**src/hw/rtl/ugh_div.sv**
```systemverilog
// ----------------------------------------------------------------------------
// ugh_div: floor cell locator for one axis
// Radix-2 restoring division of (sample - first) by step, one quotient bit per
// cycle, floor rounding, range check against the cell count.
// ----------------------------------------------------------------------------
module ugh_div #(
  parameter int CELLS_W = 7
) (
  input  logic               clk,
  input  logic               rst_n,
  input  logic               start,
  input  logic signed [31:0] sample,
  input  logic signed [31:0] first,
  input  logic [30:0]        step,
  input  logic [CELLS_W-1:0] cells,
  output logic               done,
  output logic               ok,
  output logic [CELLS_W-1:0] cell_idx
);

  localparam int DW = 33;
  localparam int CW = $clog2(DW + 1);

  logic          busy_r, busy_nxt;
  logic [CW-1:0] cnt_r, cnt_nxt;
  logic [DW-1:0] num_r, num_nxt;   // magnitude, shifted out msb first
  logic [DW-1:0] quo_r, quo_nxt;
  logic [31:0]   rem_r, rem_nxt;
  logic          neg_r, neg_nxt;
  logic          done_r, done_nxt;
  logic [30:0]   step_r;
  logic [CELLS_W-1:0] cells_r;

  logic signed [DW-1:0] diff;
  logic [32:0]          trial;
  logic signed [DW+1:0] q;

  assign diff = DW'(sample) - DW'(first);
  assign trial = {rem_r, num_r[DW-1]} - {2'b0, step_r};

  always_comb begin
    busy_nxt = busy_r;
    cnt_nxt  = cnt_r;
    num_nxt  = num_r;
    quo_nxt  = quo_r;
    rem_nxt  = rem_r;
    neg_nxt  = neg_r;
    done_nxt = 1'b0;
    if (start) begin
      busy_nxt = 1'b1;
      cnt_nxt  = CW'(DW);
      neg_nxt  = diff[DW-1];
      num_nxt  = diff[DW-1] ? DW'(-diff) : DW'(diff);
      quo_nxt  = '0;
      rem_nxt  = '0;
    end else if (busy_r) begin
      if (!trial[32]) begin
        rem_nxt = trial[31:0];
        quo_nxt = {quo_r[DW-2:0], 1'b1};
      end else begin
        rem_nxt = {rem_r[30:0], num_r[DW-1]};
        quo_nxt = {quo_r[DW-2:0], 1'b0};
      end
      num_nxt = {num_r[DW-2:0], 1'b0};
      cnt_nxt = cnt_r - 1'b1;
      if (cnt_r == CW'(1)) begin
        busy_nxt = 1'b0;
        done_nxt = 1'b1;
      end
    end
  end

  always_ff @(posedge clk) begin
    if (!rst_n) begin
      busy_r <= 1'b0;
      done_r <= 1'b0;
      cnt_r  <= '0;
    end else begin
      busy_r <= busy_nxt;
      done_r <= done_nxt;
      cnt_r  <= cnt_nxt;
    end
    num_r <= num_nxt;
    quo_r <= quo_nxt;
    rem_r <= rem_nxt;
    neg_r <= neg_nxt;
    if (start) begin
      step_r  <= step;
      cells_r <= cells;
    end
  end

  // floor: negative with remainder rounds one further down
  always_comb begin
    if (neg_r) q = -$signed({2'b0, quo_r}) - $signed({{(DW+1){1'b0}}, (rem_r != '0)});
    else       q = $signed({2'b0, quo_r});
  end

  assign done     = done_r;
  assign ok       = (step_r != '0) && !q[DW+1] &&
                    (q < $signed({{(DW+2-CELLS_W){1'b0}}, cells_r}));
  assign cell_idx = q[CELLS_W-1:0];

endmodule

```
**config.mk**
```make
export PLATFORM = sky130hd
export DESIGN_NAME = ugh_div
export DESIGN_NICKNAME = d
export VERILOG_FILES = /design/src/hw/rtl/ugh_div.sv
export SDC_FILE = /design/constraint.sdc
export NUM_CORES = 1
export LEC_CHECK = 0
export ABC_AREA = 1
export BUFFER_PORTS_ARGS = -buffer_cell sky130_fd_sc_hd__buf_2
export CAP_MARGIN = 20
export CELL_PAD_IN_SITES_DETAIL_PLACEMENT = 0
export CELL_PAD_IN_SITES_GLOBAL_PLACEMENT = 1
export CORE_MARGIN = 1.5
export CORE_UTILIZATION = 40
export CTS_CLUSTER_DIAMETER = 80
export DETAILED_ROUTE_END_ITERATION = 7
export HOLD_SLACK_MARGIN = 0.1
export PLACE_DENSITY = 0.72
export SLEW_MARGIN = 0
export SYNTH_ARGS = -nofsm -noshare
export SYNTH_HDL_FRONTEND = slang
export SYNTH_SLANG_ARGS = --single-unit
```
**constraint.sdc**
```tcl
create_clock -name clk -period 3.85 [get_ports clk]
set_clock_uncertainty 0.05 [all_clocks]
set_input_delay 0.1925 -clock clk [delete_from_list [all_inputs] [get_ports clk]]
set_output_delay 0.1925 -clock clk [all_outputs]
set_load 0.01 [all_outputs]
```
## Word-level counts from Yosys, hierarchy flattened

Index checks and enable logic that the tools add are counted.

- Logic and storage cells: 40
- Bits in registers: 145
- Bits in latches: 0
- Memory bits (writable): 0
- Input bits: 105
- Output and inout bits: 9
- Memories kept: 0
- ROM bits: 0

- Muxes and demuxes: 12
- Reduce and logical (&&, ||, !) cells: 8
- Shift operators: 0
- $add $sub $neg: 6
- Equality and inequality tests: 1
- Div/mod/pow operators: 0
- $mul: 0
- $lt $le $gt $ge: 1
- Bitwise gates (word level): 2

Operator list:

| kind | number |
|---|---|
| 33-bit 2-to-1 mux | 3 |
| 35-bit by 8-bit < comparator with 1-bit output | 1 |
| 35-bit 2-to-1 mux | 1 |
| 33-bit negator with 35-bit output | 1 |
| 35-bit by 2-bit subtractor with 35-bit output | 1 |
| 33-bit negator | 1 |
| 32-bit by 32-bit subtractor with 33-bit output | 1 |
| 33-bit by 31-bit subtractor with 33-bit output | 1 |
| 32-bit 2-to-1 mux | 1 |
| 32-bit nonzero test | 1 |
| 31-bit nonzero test | 1 |
| 6-bit 2-to-1 mux | 2 |
| 6-bit by 1-bit equality test with 1-bit output, second input constant | 1 |
| 6-bit by 1-bit subtractor with 6-bit output, second input constant | 1 |
| 1-bit 2-to-1 mux | 5 |
| 3-bit OR reduction | 1 |
| 1-bit logical AND | 2 |
| 1-bit inverter | 2 |
| 2-bit nonzero test | 1 |
| 2-bit OR reduction | 1 |
| 1-bit zero test | 1 |

## Logic depth before layout (Yosys ltp)

- Word-level depth: 6
- Depth in mapped cells: 23
- Gate-level depth less buffers: 23

## Least setup slack after synthesis

OpenSTA, ideal clock, no wires.

- Path kind: register -> output
- Start: register rem_r[1]
- End: output ok
- Setup slack: 0.115 ns
- Arrival time: 3.492 ns
- Stages on the path, launching flop included: 23
- Cells stage by stage: dfxtp_1 > nor4_1 > nand4_1 > nor3_1 > ha_1 > ha_1 > inv_1 > ha_1 > or2_2 > o21ai_1 > inv_1 > nor2_1 > a2bb2oi_1 > ha_1 > nand4_1 > a21oi_1 > nor3_1 > nand2_1 > nor2_1 > nand3_1 > a21oi_1 > nand2_1 > nor2_1

RTL lines:

| what | line | RTL |
|---|---|---|
| start: declaration | 28 | `logic [31:0] rem_r, rem_nxt;` |
| start signal: assignment | 85 | `rem_r <= rem_nxt;` |
| 32-bit nonzero test | 95 | `if (neg_r) q = -$signed({2'b0, quo_r}) - $signed({{(DW+1){1'b0}}, (rem_r != '0)});` |
| 35-bit by 2-bit subtractor with 35-bit output | 95 |  |
| 35-bit 2-to-1 mux | 95 |  |
| net cell_idx[5] | 18 | `output logic [CELLS_W-1:0] cell_idx` |
| 35-bit by 8-bit < comparator with 1-bit output | 101 | `(q < $signed({{(DW+2-CELLS_W){1'b0}}, cells_r}));` |
| 1-bit logical AND | 100 | `assign ok = (step_r != '0) && !q[DW+1] &&` |
| end: declaration | 17 | `output logic ok,` |

The timed path passes the listed nets, and every way through them passes these cells.

## Worst setup path after layout

- Start: register rem_r[27]
- End: output ok

- Cells in the longest elaborated chain, start to end: 6

Ends and longest elaborated chain:

| what | line |
|---|---|
| 32-bit nonzero test (*) | 95 |
| 35-bit by 2-bit subtractor with 35-bit output (*) | 95 |
| 35-bit 2-to-1 mux (*) | 95 |
| branches (longest 2 deep; another with 35-bit by 8-bit < comparator with 1-bit output) | -- |
| 1-bit logical AND (*) | 100 |

Every way passes the cells marked *.

==> metrics <==
share of the synthesized area in the top cell type just under 20%; drt pass-1 iters 5; post-synth top area cell nand2_1; Leak 8.92 nW; Starting Density approximately 41%; area post-placement roughly 15000 um2; max cap viols 0; GRT Total Usage a little under a quarter; Max Slew Vio Count 0; Final ANT Viol Nets 0; top cells by instance count after synthesis nand2_1, inv_1, nor2_1; worst setup path startpoint rem_r[27]; violated checks negative setup slack; main flop type after synthesis dfxtp_1; dpl hpwl 32500 um; antenna violations before repair 0; combinational share of power 28.3%; critical path type flop to output pin; Crit-path slowest cell dfxtp_2; critical path fanouts, max 2; ratio of cells with drive above 1 in the final layout 13.3%; Design Area, Final 16200 um2; count leader, synth nand2_1; Synth Instances 2142; H-tree depth 4; CP arrival 4.11 ns; via count about 14000; final worst-path setup slack -0.504 ns; Layout area overhead 19.3%; Hold Path Origin first[0]; CP Cell Sequence nor4_4 > nand4_1 > nor3_2 > ha_2 > ha_4 > inv_2 > ha_4 > or2_4 > o21ai_2 > inv_1 > nand2_1 > nand2_1 > a2bb2oi_2 > ha_1 > nand4_1 > a21oi_1 > nor3_1 > nand2_1 > nor2_2 > nand3_2 > a21oi_2 > nand2_1 > nor2_1 > buf_2; worst path required time roughly 3.6 ns; Sink Count 145; warnings from Yosys 0; Critical Path Max Stage Delay 0.34 ns; CP bufs+invs 3; DRT iter0 DRCs 566; worst r2r src step_r[0]; Mapped Nets 2357; io pins around 110; crit-path most repeated cell nand2_1; Worst VDD drop 0.315 mV; vias per cell 4.87; delay-heaviest family, CP simple AND/OR/NAND/NOR gates; row cnt 67; run status finished with violations; gr ovfl total 0; CTS Buffer Depth 2; Avg Cell Area, Syn between 6 and 7 um2; pwr dens 291 nW/um2; Mapped Area 13600 um2; Reg clk slew, reported paths approximately 0.06 ns; Synth cell types 54; # setup viols final 1; Internal 3.15 mW; WL/cell 14.2 um; # fillers 3490; Hold WC Path Type primary input to flop; fmax 230 MHz; clock share of power about a third; max_slew headroom 45.8%; CTS buffer count 17; routed wire length approximately 40000 um; Worst-Margin Slew 0.814 ns; EDFF count, synth 72; antenna cells 0; vias in the first global route 13300; clk root buf clkbuf_16; Die Area 35100 um2; die width 187 um; total power 4.71 mW; sw power 1.56 mW; Post-route DRC 0; Core ar. 33400 um2; Port Buffer Count 113; CTS tree yes; Final period util 113%; top cells by area, synth nand2_1, edfxtp_1, dfxtp_1; Die Span Y 187 um; Net Sw Frac ~33%; nets 2573; Yosys reg bits 145; CP Capture Type output pin; unrepaired setup endpoints after global routing yes; sequential cell fraction of total power 38.1%; pin count of the biggest net entering global routing 68; sequential-to-total area share from yosys stat 26.7%; asr flop ratio synth 0%; min Tclk post-route 4.35 ns; Worst setup SP type flop; Final Hold Viols 0; RePlAce Congestion 0.904; first-pass GRT wire length 65600 um; Clk Latency, worst-skew pair 0.43 ns
[worst reg2reg max path: cells and delay by family, from the launching register on]
kind	cells	cell delay (ns)
simple gates	12	1.58
fa+ha+maj	2	0.65
flops	1	0.46
compound gates	2	0.29
buf+inv	1	0.22
[metal layers]
metal  up-vias  part of all wire (%)  global-route usage [%]  routed length [um]
met5         -                     0                       0                   0
met4         0                   2.9                    8.25                1150
met3        62                   2.9                    2.59                1160
met2       254                    46                    39.5               18400
met1      6109                    48                    29.9               19200
li1       7304                     -                       -                   -
[cell usage in the layout (no fill, tap or decap), drive strengths merged, types with 2 or more instances in the layout]
cell type,count
nand4,35
clkinv,7
nand3b,8
xor2,32
o211ai,4
and3,2
o31ai,5
clkbuf,18
xnor2,19
dfxtp,73
a31oi,7
clkinvlp,3
or2,4
nor4,19
o22ai,32
nand3,145
ha,108
a21oi,108
a21boi,6
nor3,28
and2,3
dlygate4sd3,39
buf,190
o21a,6
edfxtp,72
inv,385
a211oi,2
o21ai,68
nand2,737
fa,2
a21o,3
nor3b,3
nor2,181
o21bai,12
[metrics by stage]
stage	hold slack (ns)	setup TNS, ns	util, %	setup slack, ns	std cells
2_1_floorplan	0.241	0	-	0.115	2142
3_3_place_gp	0.319	-0.366	45.1	-0.366	2740
3_5_place_dp	0.321	-0.499	45.1	-0.499	2740
4_1_cts	0.162	-0.620	48.2	-0.620	2817
5_1_grt	0.195	-0.788	48.4	-0.788	2819
6_report	0.179	-0.504	48.4	-0.504	2819
[flip-flops by register name, summed over array words and instances, names as in the netlist]
name / flops
rem_r: 32
quo_r: 33
step_r: 31
cnt_r: 6
num_r: 33
cells_r: 7
busy_r: 1
neg_r: 1
done: 1
[kinds of logic (layout without fill, tap and decap cells)]
group	after synthesis	count (layout)	share of synthesized area, %
compound gates	257	257	10.8
xor+xnor	51	51	3.29
fa+ha+maj	110	110	10.2
buf+inv	414	643	11.7
flops	145	145	26.7
simple gates	1165	1165	37.3
[power by group through the flow]
| stage | Combinational, mW | Sequential, mW | Clock [mW] |
|---|---|---|---|
| 2_1_floorplan | 0.924 | 1.81 | 0 |
| 3_3_place_gp | 1.27 | 1.82 | 0 |
| 3_5_place_dp | 1.28 | 1.83 | 0 |
| 4_1_cts | 1.33 | 1.79 | 1.63 |
| 5_1_grt | 1.52 | 1.80 | 1.68 |
| 6_report | 1.33 | 1.79 | 1.58 |
[area by class of cell]
cell class	count	area (um2)	share of cell area, %
Multi-Input combinational cell	1583	8480	52.3
Sequential cell	145	3630	22.4
Inverter	382	1430	8.85
Timing Repair Buffer	229	1550	9.59
Clock inverter	14	113	0.695
Tap cell	448	561	3.46
Clock buffer	18	439	2.71
[what timing repair did]
item                       4_1_cts  5_1_grt
gates resized for setup         17       10
pin swaps                       18       11
setup buffers                    6        1
setup endpoints to repair        1        1
hold buffers                    39        0
hold endpoints to repair        42        0
[worst paths after layout]
kind               end  slack (ns)  cells after the start
min reg2reg   cnt_r[1]        0.45                      2
max reg2reg  rem_r[31]        0.55                     17
max                 ok       -0.50                     24
min           num_r[0]        0.18                      3
No activity file was read; power rests on OpenSTA's default activity.
